==> src/rtl/assert_macros.svh <==
// assertion helpers, clocked on clk_i and disabled while rst_ni is low
`ifndef ASSERT_MACROS_SVH
`define ASSERT_MACROS_SVH

// property that must hold at every edge
`define TCPS_ASSERT(lbl, prop, msg) \
  lbl: assert property (@(posedge clk_i) disable iff (!rst_ni) (prop)) else $error(msg);

// same-cycle implication
`define TCPS_ASSERT_IMPL(lbl, ante, cons, msg) \
  lbl: assert property (@(posedge clk_i) disable iff (!rst_ni) (ante) |-> (cons)) \
    else $error(msg);

`endif

==> src/rtl/tcps_pkg.sv <==
package tcps_pkg;

  localparam int QUEUE_DEPTH = 64;
  localparam int TAG_BITS    = 20;
  localparam int PTR_W       = $clog2(QUEUE_DEPTH);
  localparam int CNT_W       = $clog2(QUEUE_DEPTH + 1);
  localparam int TIME_W      = 32;
  localparam int CFG_W       = 16;
  localparam int DONE_W      = 32;

  localparam logic [CFG_W-1:0] RESET_TIME = CFG_W'(10);

  localparam int OUTQ_DEPTH = 4;
  localparam int OUTQ_PTR_W = $clog2(OUTQ_DEPTH);
  localparam int OUTQ_CNT_W = $clog2(OUTQ_DEPTH + 1);

  typedef enum logic {
    OP_ARRIVAL = 1'b0,
    OP_TICK    = 1'b1
  } op_e;

  typedef enum logic [1:0] {
    EV_START  = 2'd0,
    EV_DONE   = 2'd1,
    EV_IDLE   = 2'd2,
    EV_REJECT = 2'd3
  } event_e;

  typedef enum logic {
    CFG_SERVICE_TIME = 1'b0,
    CFG_TICK_STEP    = 1'b1
  } cfg_idx_e;

  typedef struct packed {
    op_e                 op;
    logic [TAG_BITS-1:0] tag;
    logic                urgent;
  } cmd_t;

  typedef struct packed {
    logic [TAG_BITS-1:0] tag;
    logic [TIME_W-1:0]   arrived;
  } slot_t;

  typedef struct packed {
    event_e              code;
    logic [TAG_BITS-1:0] tag;
    logic                urgent;
    logic [TIME_W-1:0]   waited;
    logic [CNT_W-1:0]    urg_cnt;
    logic [CNT_W-1:0]    nrm_cnt;
    logic                busy;
    logic [DONE_W-1:0]   done_urg;
    logic [DONE_W-1:0]   done_nrm;
    logic                last;
  } res_t;

endpackage

==> src/rtl/tcps_front.sv <==
module tcps_front import tcps_pkg::*; (
  input  logic                clk_i,
  input  logic                rst_ni,
  input  logic                push,
  output logic                full,
  input  logic                opcode_i,
  input  logic [TAG_BITS-1:0] job_tag_i,
  input  logic                urgent_flag_i,
  output logic                cmd_valid_o,
  output cmd_t                cmd_o,
  input  logic                cmd_pop_i
);

  cmd_t       ent_q [2];
  logic       wr_ptr_q, wr_ptr_d;
  logic       rd_ptr_q, rd_ptr_d;
  logic [1:0] cnt_q, cnt_d;
  logic       do_push, do_pop;
  cmd_t       cmd_in;

  // decode the item into a command; class is only meaningful on arrivals
  always_comb begin
    cmd_in.op     = op_e'(opcode_i);
    cmd_in.tag    = job_tag_i;
    cmd_in.urgent = urgent_flag_i & (cmd_in.op == OP_ARRIVAL);
  end

  assign full        = (cnt_q == 2'd2);
  assign do_push     = push & ~full;
  assign cmd_valid_o = (cnt_q != 2'd0);
  assign do_pop      = cmd_pop_i & cmd_valid_o;
  assign cmd_o       = ent_q[rd_ptr_q];

  always_comb begin
    wr_ptr_d = wr_ptr_q ^ do_push;
    rd_ptr_d = rd_ptr_q ^ do_pop;
    cnt_d    = cnt_q + {1'b0, do_push} - {1'b0, do_pop};
  end

  always_ff @(posedge clk_i) begin
    if (do_push) begin
      ent_q[wr_ptr_q] <= cmd_in;
    end
  end

  always_ff @(posedge clk_i or negedge rst_ni) begin
    if (!rst_ni) begin
      wr_ptr_q <= 1'b0;
      rd_ptr_q <= 1'b0;
      cnt_q    <= 2'd0;
    end else begin
      wr_ptr_q <= wr_ptr_d;
      rd_ptr_q <= rd_ptr_d;
      cnt_q    <= cnt_d;
    end
  end

endmodule

==> config.mk <==
export PLATFORM = sky130hd
export DESIGN_NAME = tcps_front
export DESIGN_NICKNAME = d
export VERILOG_FILES = /design/src/rtl/assert_macros.svh /design/src/rtl/tcps_pkg.sv /design/src/rtl/tcps_front.sv
export SDC_FILE = /design/constraint.sdc
export NUM_CORES = 1
export LEC_CHECK = 0
export ABC_AREA = 1
export ABC_CLOCK_PERIOD_IN_PS = 1800
export BUFFER_PORTS_ARGS = -buffer_cell sky130_fd_sc_hd__buf_2
export CAP_MARGIN = 20
export CORE_MARGIN = 8
export CORE_UTILIZATION = 30
export CTS_BUF_LIST = sky130_fd_sc_hd__clkbuf_2 sky130_fd_sc_hd__clkbuf_4 sky130_fd_sc_hd__clkbuf_8
export CTS_CLUSTER_SIZE = 16
export DETAILED_ROUTE_END_ITERATION = 12
export SKIP_LAST_GASP = 1
export SYNTH_ARGS = -nofsm -noshare
export SYNTH_HDL_FRONTEND = slang
export SYNTH_SLANG_ARGS = --single-unit
==> constraint.sdc <==
create_clock -name clk_i -period 1.8 [get_ports clk_i]
set_input_delay 0.45 -clock clk_i [delete_from_list [all_inputs] [get_ports clk_i]]
set_output_delay 0.45 -clock clk_i [all_outputs]
set_load 0.05 [all_outputs]
==> impl_metrics.py <==
metrics = {
    "run_status": {
        "status": "finished, final reports clean",
    },
    "synth": {
        "synth.distinct_cells": 11,
        "synth_mux_area_share_pct": 0,
        "synth_seq_cells": 48,
        "synth_xor_area_share_pct": 0,
        "syn_inst": 147,
        "seq_area_frac_synth_pct": 76.65,
        "syn_area_um2": 1854,
        "yosysWarnings": 0,
        "synth-compound-area-share_pct": 0.2699,
        "syn_nets": 177,
        "synth-simple-area-share_pct": 16.13,
        "synthAdderAreaFrac_pct": 2.699,
        "syn_avg_cell_area_um2": 12.61,
        "synth_top_family_by_area": "simple AND/OR/NAND/NOR gates",
    },
    "drt": {
        "wirelength_met1_um": 1337,
        "wl_um": 3423,
        "vias_per_cell": 4.089,
        "wl_met3_um": 247,
        "first_pass_iters": 4,
        "wire_per_inst_um": 12.18,
        "drtIter0Drc": 38,
        "drc_errors": 0,
        "dr.max_layer_used": "met4",
        "met2_length_um": 1779,
        "drt.antenna.violating_nets": 0,
        "via_count": 1149,
    },
    "global_routing": {
        "grt_max_degree": 24,
        "grt_overflow": 0,
        "antenna_found_initial": 0,
        "grt_pass1_wl_um": 5561,
        "grt_use_total_pct": 8.132,
        "grt_pass1_vias": 1243,
    },
    "floorplan": {
        "core.rowCount": 28,
        "chipHeight_um": 94.62,
        "initial_core_util_pct": 31.13,
        "core_area_um2": 5956,
        "die_w_um": 94.62,
        "fp.dieArea_um2": 8953,
        "ios": 50,
    },
    "power_and_ir_drop": {
        "pwr_density_cell_nw_per_um2": 1905,
        "p_sw_share_pct": 46.16,
        "ir_worst_vdd_v": 0.0008464,
        "clockPowerShare_pct": 12.9,
        "p_int_mw": 2.423,
        "power_frac_seq_pct": 36.0,
        "p_comb_share_pct": 51.1,
        "switchingPower_mw": 2.077,
        "p_leak_nw": 1.066,
        "total_power_mw": 4.500,
    },
    "final_layout": {
        "multi_input_comb_area_um2": 354.1,
        "area_delta_synth_final_pct": 27.40,
        "n_antenna_cell": 0,
        "layout_commonest_cell": "nand2_1",
        "instances_no_fill": 281,
        "nFillCells": 570,
        "seq_area_um2": 1423,
        "final_cell_mix": "75 x nand2_1, 44 x edfxtp_1, 27 x buf_2",
        "drive_gt1_share_pct": 30.58,
        "nNetsFinal": 235,
    },
    "placement": {
        "place.port_buffers": 49,
        "hpwlAfterDp_um": 2408,
        "gpl.final_weighted_congestion": 0.6652,
        "dp_cells": 272,
    },
    "sta": {
        "finalMaxSlewViolations": 0,
        "rsz0062_at_grt": "no",
        "setup_tns_ps": 0,
        "fin_crit_ps": 1714,
        "finalSetupViolations": 0,
        "fin_crit_sh_pct": 95.22,
        "relSlewSlack_pct": 81.48,
        "report.final.hold_viol_count": 0,
        "tightest_slew_ps": 274.9,
        "clock_skew_ps": 2.256,
        "fmax_mhz": 583.5,
    },
    "clocking": {
        "clk_pin_slew_ps": 80,
        "clock_path_buffers": 2,
        "h-tree-depth": 2,
        "post-cts-setup-buffer-count": 0,
        "cts_tree": "done",
        "cts.sinks": 48,
        "cts_buffers": 5,
        "cts_root_buf": "clkbuf_8",
        "clk_latency_ps": 280,
    },
    "setup_path": {
        "critical_path.cell_chain": "buf_12 > nand2_1 > nand2_1 > buf_4",
        "start_kind": "flop",
        "path_max_fanout": 23,
        "timing.critical_path.mode_cell": "nand2_1",
        "worst_path_largest_cell_delay_ps": 440,
        "cp_data_required_time_ps": 1350,
        "cp-end-kind": "output pin",
        "crit_arrival_ps": 1260,
        "crit_type": "flop to output pin",
        "cp_slowest_cell": "dfrtp_2",
    },
    "worst_hold_path": {
        "holdCritPathClass": "primary input to flop",
    },
    "job": {
        "drv_cap": 0,
    },
}
==> cell type report <==
| class | instances | share of cell area, % |
|---|---|---|
| inverter | 11 | 2.066 |
| clock buffer | 5 | 2.913 |
| tap | 75 | 3.972 |
| clock inverter | 3 | 0.5826 |
| sequential | 48 | 60.22 |
| timing repair buffer | 55 | 15.25 |
| multi-input combinational | 84 | 14.99 |
==> kinds of logic after synthesis <==
| family | count (synthesis) |
|---|---|
| compound gates | 1 |
| simple gates | 79 |
| fa+ha+maj | 4 |
| flops | 48 |
| buf+inv | 15 |
==> final timing paths <==
path                       cells past startpoint          from           to  slack (ps)
min reg2reg                                    1      cnt_q[0]     cnt_q[0]         550
min                                            1  job_tag_i[2]  ent_q[1][3]         350
max in group asynchronous                      2        rst_ni     rd_ptr_q        1180
min in group asynchronous                      2        rst_ni     cnt_q[1]         490
max reg2reg                                    4      cnt_q[0]  ent_q[0][2]         330
max                                            4      rd_ptr_q     cmd_o[7]          90
==> metal layers <==
layer,up-vias,global-route usage [%]
met1,518,7.890
met3,6,2.857
li1,597,-
met5,-,0
met4,0,4.811
met2,28,14.60
==> sequential cells by signal (all words and copies together) (netlist names) <==
name / count
wr_ptr_q: 1
rd_ptr_q: 1
ent_q: 44
cnt_q: 2
==> repair_timing <==
action / CTS / global route
endpoints found under the hold margin: 4 / 0
hold buffers: 1 / 0
endpoints found under the setup margin: 22 / 21
gates resized for setup: 26 / 3
==> Yosys cell counts <==
master	instances	share of area, %
buf_6	2	1.2
o21ai_0	1	0.27
buf_4	2	0.81
ha_1	4	2.7
nor2_1	2	0.41
nand3_1	2	0.54
edfxtp_1	44	71
nand2_1	75	15
inv_2	1	0.20
inv_1	10	2.0
dfrtp_1	4	5.4
==> critical path, delay by kind of cell (launching register included) <==
kind / cells / cell delay, ps
buf+inv: 2 / 380
flops: 1 / 440
simple gates: 2 / 140
==> metrics by stage <==
step,utilization [%],setup WS [ps],hold slack (ps),area (um2)
2_1_floorplan,-,113.2,154.4,1854
3_3_place_gp,36.83,189.3,265.0,2193
3_5_place_dp,36.83,164.3,263.9,2193
4_1_cts,39.52,11.90,335.3,2354
5_1_grt,39.66,8.873,331.1,2362
6_report,39.66,86.09,349.3,2362
==> power by group through the flow <==
| stage | Combinational [mW] | Sequential (mW) | Clock [mW] |
|---|---|---|---|
| 2_1_floorplan | 1.65 | 1.63 | 0 |
| 3_3_place_gp | 2.14 | 1.62 | 0 |
| 3_5_place_dp | 2.15 | 1.63 | 0 |
| 4_1_cts | 2.34 | 1.61 | 0.614 |
| 5_1_grt | 2.50 | 1.65 | 0.647 |
| 6_report | 2.30 | 1.62 | 0.579 |
(Power assumes the default switching activity.)
