### config.mk
export PLATFORM = sky130hd
export DESIGN_NAME = tcps_outq
export DESIGN_NICKNAME = d
export VERILOG_FILES = /design/src/rtl/assert_macros.svh /design/src/rtl/tcps_pkg.sv /design/src/rtl/tcps_outq.sv
export SDC_FILE = /design/constraint.sdc
export NUM_CORES = 1
export LEC_CHECK = 0
export ABC_AREA = 1
export BUFFER_PORTS_ARGS = -buffer_cell sky130_fd_sc_hd__buf_2
export CAP_MARGIN = 20
export CORE_MARGIN = 5
export CORE_UTILIZATION = 25
export CTS_BUF_LIST = sky130_fd_sc_hd__clkbuf_16
export DETAILED_ROUTE_END_ITERATION = 10
export HOLD_SLACK_MARGIN = 0.03
export PLACE_DENSITY_LB_ADDON = 0.08
export SLEW_MARGIN = 40
export SYNTH_ARGS = -nofsm -noshare
export SYNTH_HDL_FRONTEND = slang
export SYNTH_SLANG_ARGS = --single-unit
export TNS_END_PERCENT = 1
### constraint.sdc
create_clock -name clk_i -period 8.3 [get_ports clk_i]
set_clock_uncertainty 0.2 [all_clocks]
set_input_delay 0.415 -clock clk_i [delete_from_list [all_inputs] [get_ports clk_i]]
set_output_delay 0.415 -clock clk_i [all_outputs]
set_load 0.02 [all_outputs]
### src/rtl/assert_macros.svh
// assertion helpers, clocked on clk_i and disabled while rst_ni is low
`ifndef ASSERT_MACROS_SVH
`define ASSERT_MACROS_SVH

// property that must hold at every edge
`define TCPS_ASSERT(lbl, prop, msg) \
  lbl: assert property (@(posedge clk_i) disable iff (!rst_ni) (prop)) else $error(msg);

// same-cycle implication
`define TCPS_ASSERT_IMPL(lbl, ante, cons, msg) \
  lbl: assert property (@(posedge clk_i) disable iff (!rst_ni) (ante) |-> (cons)) \
    else $error(msg);

`endif

### src/rtl/tcps_pkg.sv
package tcps_pkg;

  localparam int QUEUE_DEPTH = 64;
  localparam int TAG_BITS    = 20;
  localparam int PTR_W       = $clog2(QUEUE_DEPTH);
  localparam int CNT_W       = $clog2(QUEUE_DEPTH + 1);
  localparam int TIME_W      = 32;
  localparam int CFG_W       = 16;
  localparam int DONE_W      = 32;

  localparam logic [CFG_W-1:0] RESET_TIME = CFG_W'(10);

  localparam int OUTQ_DEPTH = 4;
  localparam int OUTQ_PTR_W = $clog2(OUTQ_DEPTH);
  localparam int OUTQ_CNT_W = $clog2(OUTQ_DEPTH + 1);

  typedef enum logic {
    OP_ARRIVAL = 1'b0,
    OP_TICK    = 1'b1
  } op_e;

  typedef enum logic [1:0] {
    EV_START  = 2'd0,
    EV_DONE   = 2'd1,
    EV_IDLE   = 2'd2,
    EV_REJECT = 2'd3
  } event_e;

  typedef enum logic {
    CFG_SERVICE_TIME = 1'b0,
    CFG_TICK_STEP    = 1'b1
  } cfg_idx_e;

  typedef struct packed {
    op_e                 op;
    logic [TAG_BITS-1:0] tag;
    logic                urgent;
  } cmd_t;

  typedef struct packed {
    logic [TAG_BITS-1:0] tag;
    logic [TIME_W-1:0]   arrived;
  } slot_t;

  typedef struct packed {
    event_e              code;
    logic [TAG_BITS-1:0] tag;
    logic                urgent;
    logic [TIME_W-1:0]   waited;
    logic [CNT_W-1:0]    urg_cnt;
    logic [CNT_W-1:0]    nrm_cnt;
    logic                busy;
    logic [DONE_W-1:0]   done_urg;
    logic [DONE_W-1:0]   done_nrm;
    logic                last;
  } res_t;

endpackage

### src/rtl/tcps_outq.sv
module tcps_outq import tcps_pkg::*; (
  input  logic                  clk_i,
  input  logic                  rst_ni,
  input  logic                  res_valid_i,
  input  res_t                  res_i,
  output logic                  empty,
  input  logic                  pop,
  output res_t                  head_o,
  output logic [OUTQ_CNT_W-1:0] cnt_o
);

  res_t                  ent_q [OUTQ_DEPTH];
  logic [OUTQ_PTR_W-1:0] wr_ptr_q, rd_ptr_q;
  logic [OUTQ_CNT_W-1:0] cnt_q;
  logic                  do_pop;

  assign empty  = (cnt_q == '0);
  assign do_pop = pop & ~empty;
  assign head_o = ent_q[rd_ptr_q];
  assign cnt_o  = cnt_q;

  always_ff @(posedge clk_i) begin
    if (res_valid_i) begin
      ent_q[wr_ptr_q] <= res_i;
    end
  end

  // the scheduler only writes when space was reserved for it
  always_ff @(posedge clk_i or negedge rst_ni) begin
    if (!rst_ni) begin
      wr_ptr_q <= '0;
      rd_ptr_q <= '0;
      cnt_q    <= '0;
    end else begin
      if (res_valid_i) begin
        wr_ptr_q <= wr_ptr_q + OUTQ_PTR_W'(1);
      end
      if (do_pop) begin
        rd_ptr_q <= rd_ptr_q + OUTQ_PTR_W'(1);
      end
      cnt_q <= cnt_q + OUTQ_CNT_W'(res_valid_i) - OUTQ_CNT_W'(do_pop);
    end
  end

endmodule

==> results of run 1 <==
registers in the layout, indices dropped and copies added, names as in the netlist:
name and flops:
ent_q 540, cnt_o 3, rd_ptr_q 2, wr_ptr_q 2
report_power, final:
part / switching (W) / total (W) / internal (W)
registers: 0.000143 / 0.00376 / 0.00361
logic: 0.00257 / 0.00353 / 0.000963
clock network: 0.00114 / 0.00287 / 0.00173
total: 0.00385 / 0.0102 / 0.00631
metrics by stage:
step	area, µm²	hold WS [ps]
detailed placement	24100	73.4
finish	27700	332
CTS	27700	321
floorplan	21500	-80.6
global route	27700	349
global placement	24000	70.2
final cells by class:
class | instances | share of cell area
Sequential cell | 547 | 0.592
Multi-Input combinational cell | 975 | 0.147
Timing Repair Buffer | 432 | 0.108
Clock buffer | 71 | 0.0641
Tap cell | 1144 | 0.0516
Inverter | 151 | 0.0217
Clock inverter | 52 | 0.0149
Antenna cell | 5 | 0.000451
path summary, 6_finish.rpt:
path | to | slack [ps] | depth (start not counted) | startpoint
min in group asynchronous | cnt_o[2] | 630 | 3 | rst_ni
worst min register to register | wr_ptr_q[0] | 330 | 1 | wr_ptr_q[0]
worst min-delay path | wr_ptr_q[0] | 330 | 1 | wr_ptr_q[0]
max in group asynchronous | rd_ptr_q[0] | 6970 | 3 | rst_ni
worst max-delay path | head_o[97] | 4520 | 7 | rd_ptr_q[0]
worst max register to register | ent_q[1][89] | 5720 | 6 | wr_ptr_q[1]
routing by layer:
layer / up-vias / track usage / wire (µm)
li1: 6787 / - / -
met1: 6488 / 0.152 / 25000
met2: 260 / 0.203 / 26600
met3: 94 / 0.0315 / 3050
met4: 4 / 0.0345 / 1370
met5: - / 0 / 27
cell usage in the layout, fill, tap and decap left out, types with 3 or more instances in the layout:
| master | Yosys | final |
|---|---|---|
| sky130_fd_sc_hd__edfxtp_1 | 540 | 540 |
| sky130_fd_sc_hd__nand2_1 | 421 | 421 |
| sky130_fd_sc_hd__buf_2 | 15 | 277 |
| sky130_fd_sc_hd__nor2_1 | 271 | 271 |
| sky130_fd_sc_hd__o21ai_0 | 270 | 270 |
| sky130_fd_sc_hd__inv_1 | 149 | 164 |
| sky130_fd_sc_hd__dlygate4sd3_1 | 0 | 139 |
| sky130_fd_sc_hd__clkbuf_16 | 0 | 71 |
| sky130_fd_sc_hd__clkinv_1 | 0 | 11 |
| sky130_fd_sc_hd__clkinv_2 | 0 | 9 |
| sky130_fd_sc_hd__buf_4 | 17 | 8 |
| sky130_fd_sc_hd__inv_6 | 0 | 6 |
| sky130_fd_sc_hd__ha_1 | 6 | 6 |
| sky130_fd_sc_hd__bufinv_16 | 0 | 6 |
| sky130_fd_sc_hd__dfrtp_1 | 7 | 6 |
| sky130_fd_sc_hd__diode_2 | 0 | 5 |
| sky130_fd_sc_hd__clkinv_8 | 0 | 3 |
| sky130_fd_sc_hd__buf_16 | 0 | 3 |
| sky130_fd_sc_hd__buf_12 | 0 | 3 |
worst max-delay path: stages (launching register included):
cell                      delay (ps)
sky130_fd_sc_hd__dfrtp_4         810
sky130_fd_sc_hd__buf_4           500
sky130_fd_sc_hd__buf_6           550
sky130_fd_sc_hd__nor2_1          110
sky130_fd_sc_hd__nor2_1           90
sky130_fd_sc_hd__o21ai_0         100
sky130_fd_sc_hd__nand2_1         130
sky130_fd_sc_hd__buf_2           180
cells by family (layout without fill, tap and decap cells):
family / Yosys count / after routing / synth area share
AOI/OAI and AO/OA: 271 / 271 / 0.0630
adders and majority gates: 7 / 7 / 0.00442
DFF: 547 / 547 / 0.761
other: 0 / 5 / 0
xor gates and xnor gates: 3 / 3 / 0.00122
and+or+nand+nor: 694 / 694 / 0.121
buffers and inverters: 240 / 706 / 0.0492
==> metrics.sh, run 1 <==
FLOORPLAN.IO_PINS=278
REQUIRED_PS=7690
MULTI_INPUT_COMB_AREA_MM2=0.00409
STD_CELL_ROWS=107
FINISH.NET_COUNT=2323
NUMCLOCKSINKS=547
GRTUSAGETOTAL=0.120
SYNTH-WARNING-COUNT=0
DRIVE_GT1_FRAC=0.176
CRITPATHKIND='register to primary output'
POSTSYNTHREGISTERBITS=547
PWR_DENSITY_CELL_mW_PER_MM2=367
CTS_REPAIR_RESIZES=0
AREA.GROWTH.SYNTH_TO_FINAL_PCT=28.7
FINAL-MAX-SLEW-VIOLATION-COUNT=0
UTILIZATION=0.325
NUMBER_OF_REMAINING_DRC_ERRORS=0
POST_CTS_HOLD_BUFFER_COUNT=139
FIRST_PASS_ITERS=4
WORSTSKEWPAIRLATENCY_PS=580
RSZ0062_AT_GRT='no'
WORST_SETUP_PATH_START_KIND='register'
SYNTH.AREA.TOP_CELLS='sky130_fd_sc_hd__edfxtp_1, sky130_fd_sc_hd__nand2_1, sky130_fd_sc_hd__o21ai_0'
CTS_ROOT_BUF='sky130_fd_sc_hd__clkbuf_16'
GRT_OVERFLOW_TOTAL=0
DIE_HEIGHT_UM=303
FIN_TOTAL_PWR_W=0.0102
PATH_CLK_SLEW_PS=50
DPL.CELL_COUNT=3110
YS_TYPES=18
FIN_SETUP_TNS_PS=0
TIMING.SLEW.HEADROOM=0.457
POST-CTS-SETUP-BUFFERS=0
FP.DIEW_UM=303
GLOBAL_ROUTE_WIRE_LENGTH_BEFORE_REPAIR_UM=84400
TIMING.HOLD.WORST.CLASS='register to register'
ANTENNA_FOUND_INITIAL=7
DPL.HPWL_UM=31300
PLACE.PORT_BUFFERS=277
GLOBALPLACE.CONGESTION=0.681
MAX_CAP_VIOL_COUNT=0
REPORT.FINAL.SETUP_VIOL=0
ROUTEDWLPERCELL_UM=16.6
SYNTH.TOP_CELLS.BY_COUNT='sky130_fd_sc_hd__edfxtp_1, sky130_fd_sc_hd__nand2_1, sky130_fd_sc_hd__nor2_1, sky130_fd_sc_hd__o21ai_0, sky130_fd_sc_hd__inv_1'
FINAL-SEQ-AREA_MM2=0.0164
OUTCOME='completed'
YOSYS.AREA.TOP_TYPE_SHARE=0.753
SYNTHMOSTINSTANTIATEDCELL='sky130_fd_sc_hd__edfxtp_1'
FP.DIEAREA_MM2=0.0921
NETLIST_AREA_MM2=0.0215
FIN_CELLS=3377
WORST-PATH-MAX-FANOUT=90
FRACTION_OF_SYNTHESIS_FLOPS_USING_AN_ASYNCHRONOUS_SET_OR_RESET_PIN=0.0128
ARRIVAL_PS=3170
FILLCELLCOUNT=8716
GRT_MAX_DEGREE=148
WORST_SLACK_PS=4520
CTS-BUFFERS-INSERTED=70
VDD_IR_DROP_MAX_uV=190
COREAREA_MM2=0.0853
END_KIND='primary output'
YOSYS.AREA.TOP_TYPE='sky130_fd_sc_hd__edfxtp_1'
TIGHTEST_SLEW_PS=814
TIMING.FINAL.HOLD_VIOLATIONS=0
START_UTIL=0.253
SYNTH.AVG_CELL_AREA_UM2=12.2
TIMING.FMAX_GHz=0.264
TOTALWIRELENGTH_UM=56100
DETAILROUTE.VIA_COUNT=13600
P_LEAK_nW=10.9
VIAS_IN_THE_FIRST_GLOBAL_ROUTE=13900
FINAL.PERIOD_UTILIZATION=0.456
SYNTH_EDF_COUNT=540
DETAIL_ROUTE.VIAS_PER_CELL=4.04
POST-PLACE-WS_PS=5080
YOSYS_MOST_USED_DFF='sky130_fd_sc_hd__edfxtp_1'
CTS_TREE='yes'
FIRST_ITER_VIOLATIONS=564
SYN-INSTANCE-COUNT=1762
SYN-NUM-NETS=1908
ANTENNA_LEFT=0
CTS_HTREE_LEVELS=3
YOSYSSEQAREASHARE=0.761
CLK_PATH_BUF_DEPTH=3
FINALCRITICALPERIOD_PS=3780
(Power assumes the default switching activity.)
==> run 2: changes to the inputs <==
==> constraint.sdc (replaced) <==
create_clock -name clk_i -period 3.8 [get_ports clk_i]
set_clock_uncertainty 0.2 [all_clocks]
set_input_delay 0.19 -clock clk_i [delete_from_list [all_inputs] [get_ports clk_i]]
set_output_delay 0.19 -clock clk_i [all_outputs]
set_load 0.02 [all_outputs]
==> run 2 against run 1 <==
Effect of this change:
- sequential power rose by 120%
- core utilization fell by 0.12 points
- global-route usage rose by 0.15 points
- routed wire length rose by 1.0%
- sequential share of layout area rose by 0.23 points
- register-to-register slack got worse by 4500 ps
- sequential cell count did not move
- clock power rose by 98%
- worst setup slack got worse by 3700 ps
- critical path depth fell by 2
- via count barely moved
==> metrics.sh, run 2 (same netlist as run 1, synthesis figures left out) <==
OUTCOME='completed'  # unchanged
WORST-PATH-MAX-FANOUT=47  # was 90
FINISH.NET_COUNT=2337  # was 2323
MAX_STAGE_DELAY_PS=520  # was 810 ps
CTS-BUFFERS-INSERTED=67  # was 70
TOTALWIRELENGTH_UM=56700  # was 56100 µm
REGTOREGSTARTPOINT='wr_ptr_q[0]'  # was wr_ptr_q[1]
MAX_FLOP_REGISTER='ent_q'  # unchanged
DPL.HPWL_UM=32600  # was 31300 µm
DETAIL_ROUTE.VIAS_PER_CELL=4.03  # was 4.04
ROUTEDWLPERCELL_UM=16.8  # was 16.6 µm
NUMBER_OF_REMAINING_DRC_ERRORS=0  # unchanged
FP.DIEAREA_MM2=0.0921  # unchanged
TIMING.HOLD.WS_PS=138  # was 332 ps
STD_CELL_ROWS=107  # unchanged
CRITICAL_PATH.ENDPOINT='head_o[93]'  # was head_o[97]
TIMING.HOLD.WORST.CLASS='input port to register'  # was register to register
MOST_FREQUENT_CELLS_IN_THE_LAYOUT='sky130_fd_sc_hd__edfxtp_1, sky130_fd_sc_hd__nand2_1, sky130_fd_sc_hd__buf_2'  # unchanged
TIMING.FMAX_GHz=0.340
DETAILROUTE.VIA_COUNT=13600  # about the same
FLOORPLAN.IO_PINS=278  # unchanged
GRT_OVERFLOW_TOTAL=0  # unchanged
END_KIND='primary output'  # unchanged
POST-CTS-SETUP-BUFFERS=0  # unchanged
PLACED_INSTANCE_AREA_MM2=0.0243  # was 0.0241 mm²
CLK_PATH_BUF_DEPTH=3  # unchanged
FINAL-MAX-SLEW-VIOLATION-COUNT=0  # unchanged
GLOBALPLACE.CONGESTION=0.686  # was 0.681
POSTLAYOUTCELLAREA_MM2=0.0276  # was 0.0277 mm²
DIE_HEIGHT_UM=303  # unchanged
FIN_TOTAL_PWR_W=0.0217  # was 0.0102 W
REQUIRED_PS=3410  # was 7690 ps
FP.DIEW_UM=303  # unchanged
PLACE.PORT_BUFFERS=277  # unchanged
FIN_SETUP_TNS_PS=0  # unchanged
CTS_HTREE_LEVELS=3  # unchanged
DRIVE_GT1_FRAC=0.179  # was 0.176
LARGEST_REG_FLOPS=540  # unchanged
RRSETUPSLACK_PS=1260  # was 5720 ps
TIGHTEST_SLEW_PS=726  # was 814 ps
CRIT-REG2REG-CAPTURE='ent_q[2][87]'  # was ent_q[1][89]
P_LEAK_nW=10.9  # about the same
FINALCRITICALPERIOD_PS=2940
FIRST_PASS_ITERS=6  # was 4
FINAL.PERIOD_UTILIZATION=0.773
ANTENNA_LEFT=0  # unchanged
CTS_TREE='yes'  # unchanged
GRT_MAX_DEGREE=130  # was 148
CP_CELL_SEQUENCE='inv_4 > buf_4 > o21ai_0 > nand2_1 > buf_2'  # was buf_4 > buf_6 > nor2_1 > nor2_1 > o21ai_0 > nand2_1 > buf_2
GLOBAL_ROUTE_WIRE_LENGTH_BEFORE_REPAIR_UM=85600  # was 84400 µm
START_UTIL=0.253  # unchanged
VIAS_IN_THE_FIRST_GLOBAL_ROUTE=13800  # was 13900
CRITICAL_PATH.STARTPOINT='rd_ptr_q[0]'  # unchanged
ANTENNA_FOUND_INITIAL=2  # was 7
ARRIVAL_PS=2550  # was 3170 ps
AREA.GROWTH.SYNTH_TO_FINAL_PCT=28.2  # was 28.7%
VDD_IR_DROP_MAX_uV=766  # was 190 µV
CTS_ROOT_BUF='sky130_fd_sc_hd__clkbuf_16'  # unchanged
TIMING.SLEW.HEADROOM=0.516  # was 0.457
LAYOUT.CELLS.MOST_COMMON='sky130_fd_sc_hd__edfxtp_1'  # unchanged
CRIT_SLOWEST_CELL='sky130_fd_sc_hd__dfrtp_4'  # unchanged
PWR_DENSITY_CELL_mW_PER_MM2=788  # was 367 mW/mm²
FF2FF_PATH_DEPTH=6  # unchanged
COREAREA_MM2=0.0853  # unchanged
WORSTSKEWPAIRLATENCY_PS=580  # about the same
MAX_CAP_VIOL_COUNT=0  # unchanged
TIMING.FINAL.HOLD_VIOLATIONS=0  # unchanged
RSZ0062_AT_GRT='no'  # unchanged
PATH_CLK_SLEW_PS=50  # about the same
GRTUSAGETOTAL=0.121  # was 0.120
REPORT.FINAL.SETUP_VIOL=0  # unchanged
FIRST_ITER_VIOLATIONS=661  # was 564
WORST_SETUP_PATH_START_KIND='register'  # unchanged
CRITPATHKIND='register to primary output'  # unchanged
NUMCLOCKSINKS=547  # unchanged
run 2: cell type report:
class | count | area [µm²]
repair buffers | 449 | 3160
well taps | 1144 | 1430
inverters | 151 | 596
clock buffers | 68 | 1700
diodes | 3 | 7.51
clock inverters | 45 | 233
flip-flops and latches | 547 | 16400
multi-input cells | 975 | 4090
fillers | 8621 | 57700
run 2: worst min path at each step:
stage                from            end  depth (start not counted)
2_1_floorplan      rst_ni       cnt_o[0]                          0
3_3_place_gp       rst_ni       cnt_o[2]                          1
3_5_place_dp       rst_ni       cnt_o[2]                          1
4_1_cts        res_i[123]  ent_q[3][123]                          2
5_1_grt        res_i[110]  ent_q[3][110]                          2
6_report       res_i[123]  ent_q[3][123]                          2
run 2: metrics by stage:
stage / setup WS, ps / util / std cells
after CTS: 682 / 0.324 / 3379
after detailed placement: 1180 / 0.285 / 3127
after floorplan: -171 / - / 1762
after global routing: 629 / 0.324 / 3379
final: 861 / 0.324 / 3382
after global placement: 1170 / 0.284 / 3126
run 2: power breakdown:
part           leakage, nW  switching (W)  internal (W)
Combinational         4.83        0.00572       0.00222
Clock                 1.01        0.00245       0.00323
Sequential            5.04       0.000235       0.00788
run 2: critical path, delay by kind of cell (launching register included):
family,cells,cell delay [ps]
buffers and inverters,3,1140
flip-flops,1,520
AO/OA/AOI/OAI,1,150
AND/OR/NAND/NOR,1,150
run 2: repair_timing:
item | CTS | global route
hold endpoints to repair | 553 | 0
gates resized for setup | 0 | 0
hold buffers | 139 | 0
run 2: routing by layer:
layer  vias to the layer above  track usage  part of all wire  wire (µm)
li1                       6821            -                 -          -
met1                      6497        0.160              0.46      26100
met4                         0       0.0316             0.022       1240
met3                        75       0.0287             0.044       2510
met2                       247        0.202              0.47      26800
met5                         -            0                 0          0
==> run 3: changes to the inputs <==
==> constraint.sdc (replaced) <==
create_clock -name clk_i -period 2.94 [get_ports clk_i]
set_clock_uncertainty 0.2 [all_clocks]
set_input_delay 0.147 -clock clk_i [delete_from_list [all_inputs] [get_ports clk_i]]
set_output_delay 0.147 -clock clk_i [all_outputs]
set_load 0.02 [all_outputs]
==> run 3 against run 2 <==
Effect of this change:
- worst setup slack got worse by 570 ps
- sequential power rose by 29%
- global-route usage rose by 0.068 points
- register-to-register slack got worse by 570 ps
- cell count did not move
- sequential share of layout area is 0.45 points lower
- routed wire length grew 0.71%
- largest power group unchanged
- core utilization is 0.25 points higher
- highest routed layer is now met5
==> metrics.sh, run 3 (same netlist as run 1, synthesis figures left out) <==
OUTCOME='completed'  # unchanged
POST-CTS-SETUP-BUFFERS=0  # unchanged
MAX_CAP_VIOL_COUNT=0  # unchanged
CRITICAL_PATH.STARTPOINT='rd_ptr_q[0]'  # unchanged
CP_CELL_SEQUENCE='buf_12 > buf_4 > nor2_1 > nor2_1 > o21ai_0 > nand2_1 > buf_2'  # was inv_4 > buf_4 > o21ai_0 > nand2_1 > buf_2
FIN_CELLS=3382  # unchanged
CTS_ROOT_BUF='sky130_fd_sc_hd__clkbuf_16'  # unchanged
FLOORPLAN.IO_PINS=278  # unchanged
RSZ0062_AT_GRT='no'  # unchanged
REPORT.FINAL.SETUP_VIOL=0  # unchanged
DPL.CELL_COUNT=3131  # was 3127
DETAILROUTE.VIA_COUNT=13700  # was 13600
NUMCLOCKSINKS=547  # unchanged
TIMING.SLEW.HEADROOM=0.538  # was 0.516
CTS-BUFFERS-INSERTED=68  # was 67
TIGHTEST_SLEW_PS=692  # was 726 ps
DETAIL_ROUTE.VIAS_PER_CELL=4.05  # was 4.03
CRITICAL_PATH.TOP_DELAY_FAMILY='buffers and inverters'  # unchanged
HP-START='res_i[68]'  # was res_i[123]
FINALCRITICALPERIOD_PS=2640
FP.DIEAREA_MM2=0.0921  # unchanged
FIRST_ITER_VIOLATIONS=560  # was 661
GLOBALPLACE.CONGESTION=0.697  # was 0.686
DRIVE_GT1_FRAC=0.181  # was 0.179
COREAREA_MM2=0.0853  # unchanged
FILLCELLCOUNT=8562  # was 8621
TIMING.CRITICAL_PATH.MODE_CELL='sky130_fd_sc_hd__nor2_1'
LARGEST_REG_FLOPS=540  # unchanged
FINAL.PERIOD_UTILIZATION=0.899
PWR_DENSITY_CELL_mW_PER_MM2=1020  # was 788 mW/mm²
FIN_TOTAL_PWR_W=0.0283  # was 0.0217 W
WORSTSKEWPAIRLATENCY_PS=580  # about the same
TOTALWIRELENGTH_UM=57100  # was 56700 µm
TIMING.HOLD.WS_PS=107  # was 138 ps
MAX_STAGE_DELAY_PS=480  # was 520 ps
LAYOUT.CELLS.MOST_COMMON='sky130_fd_sc_hd__edfxtp_1'  # unchanged
REQUIRED_PS=2590  # was 3410 ps
GRT_OVERFLOW_TOTAL=0  # unchanged
CTS_TREE='yes'  # unchanged
WORST-PATH-MAX-FANOUT=57  # was 47
WORST_SETUP_PATH_START_KIND='register'  # unchanged
GRTUSAGETOTAL=0.122  # was 0.121
END_KIND='primary output'  # unchanged
REGTOREGSTARTPOINT='wr_ptr_q[0]'  # unchanged
FP.DIEW_UM=303  # unchanged
ROUTEDWLPERCELL_UM=16.9  # was 16.8 µm
START_UTIL=0.253  # unchanged
CRITPATHKIND='register to primary output'  # unchanged
STD_CELL_ROWS=107  # unchanged
PATH_CLK_SLEW_PS=50  # about the same
FIRST_PASS_ITERS=4  # was 6
FINAL-MAX-SLEW-VIOLATION-COUNT=0  # unchanged
CLK_PATH_BUF_DEPTH=3  # unchanged
VIAS_IN_THE_FIRST_GLOBAL_ROUTE=13900  # was 13800
FINISH.NET_COUNT=2342  # was 2337
VDD_IR_DROP_MAX_uV=553  # was 766 µV
ANTENNA_FOUND_INITIAL=4  # was 2
MAX_FLOP_REGISTER='ent_q'  # unchanged
MOST_FREQUENT_CELLS_IN_THE_LAYOUT='sky130_fd_sc_hd__edfxtp_1, sky130_fd_sc_hd__nand2_1, sky130_fd_sc_hd__buf_2'  # unchanged
DPL.HPWL_UM=33500  # was 32600 µm
CRIT_SLOWEST_CELL='sky130_fd_sc_hd__dfrtp_4'  # unchanged
PLACE.PORT_BUFFERS=277  # unchanged
NUMBER_OF_REMAINING_DRC_ERRORS=0  # unchanged
GLOBAL_ROUTE_WIRE_LENGTH_BEFORE_REPAIR_UM=85600  # about the same
AREA.GROWTH.SYNTH_TO_FINAL_PCT=29.2  # was 28.2%
P_LEAK_nW=11.0  # was 10.9 nW
TIMING.HOLD.WORST.CLASS='input port to register'  # unchanged
WORST-PATH-BUF-INV=3  # unchanged
CTS_HTREE_LEVELS=3  # unchanged
TIMING.FINAL.HOLD_VIOLATIONS=0  # unchanged
TIMING.FMAX_GHz=0.378
GRT_MAX_DEGREE=119  # was 130
ANTENNA_LEFT=0  # unchanged
DIE_HEIGHT_UM=303  # unchanged
ARRIVAL_PS=2300  # was 2550 ps
## run 3: what timing repair did
| item | in CTS | in global routing |
|---|---|---|
| endpoints found under the setup margin | 0 | 1 |
| hold buffers | 139 | 0 |
| gates resized for setup | 0 | 1 |
| hold endpoints to repair | 557 | 0 |
## run 3: path summary, 6_finish.rpt
path	to	slack, ps	cells past startpoint
worst max-delay path	head_o[129]	300	7
worst min-delay path	ent_q[2][68]	110	2
worst max register to register	ent_q[3][66]	690	4
worst min register to register	wr_ptr_q[0]	350	1
max in group asynchronous	rd_ptr_q[0]	1820	3
min in group asynchronous	cnt_o[2]	380	3
## run 3: cell type report
cell class | count | area, µm² | area share
timing repair buffer | 453 | 3370 | 0.121
tap | 1144 | 1430 | 0.0514
multi-input combinational | 975 | 4100 | 0.147
sequential | 547 | 16400 | 0.589
antenna | 3 | 7.51 | 0.000270
inverter | 151 | 592 | 0.0213
clock buffer | 69 | 1730 | 0.0621
clock inverter | 40 | 204 | 0.00733
## run 3: layer usage
| layer | routed length [µm] | vias to the layer above | global-route usage |
|---|---|---|---|
| met5 | 13 | - | 0 |
| met4 | 1030 | 2 | 0.0336 |
| met3 | 3010 | 77 | 0.0283 |
| met2 | 27900 | 249 | 0.209 |
| met1 | 25200 | 6547 | 0.156 |
| li1 | - | 6817 | - |
## run 3: power breakdown
group          leakage (nW)  switching (W)  total, W  internal [W]
sequential             5.04       0.000307    0.0105        0.0102
combinational          4.88        0.00742    0.0105       0.00305
clock                  1.03        0.00312   0.00734       0.00422
## run 3: through the flow
| stage | worst slack (ps) | TNS [ps] | util | area [µm²] |
|---|---|---|---|---|
| after floorplan | -331 | -177380 | - | 21600 |
| after global placement | 559 | 0 | 0.287 | 24500 |
| after detailed placement | 691 | 0 | 0.287 | 24500 |
| after CTS | 110 | 0 | 0.326 | 27800 |
| after global routing | 56.2 | 0 | 0.326 | 27800 |
| final | 296 | 0 | 0.326 | 27800 |
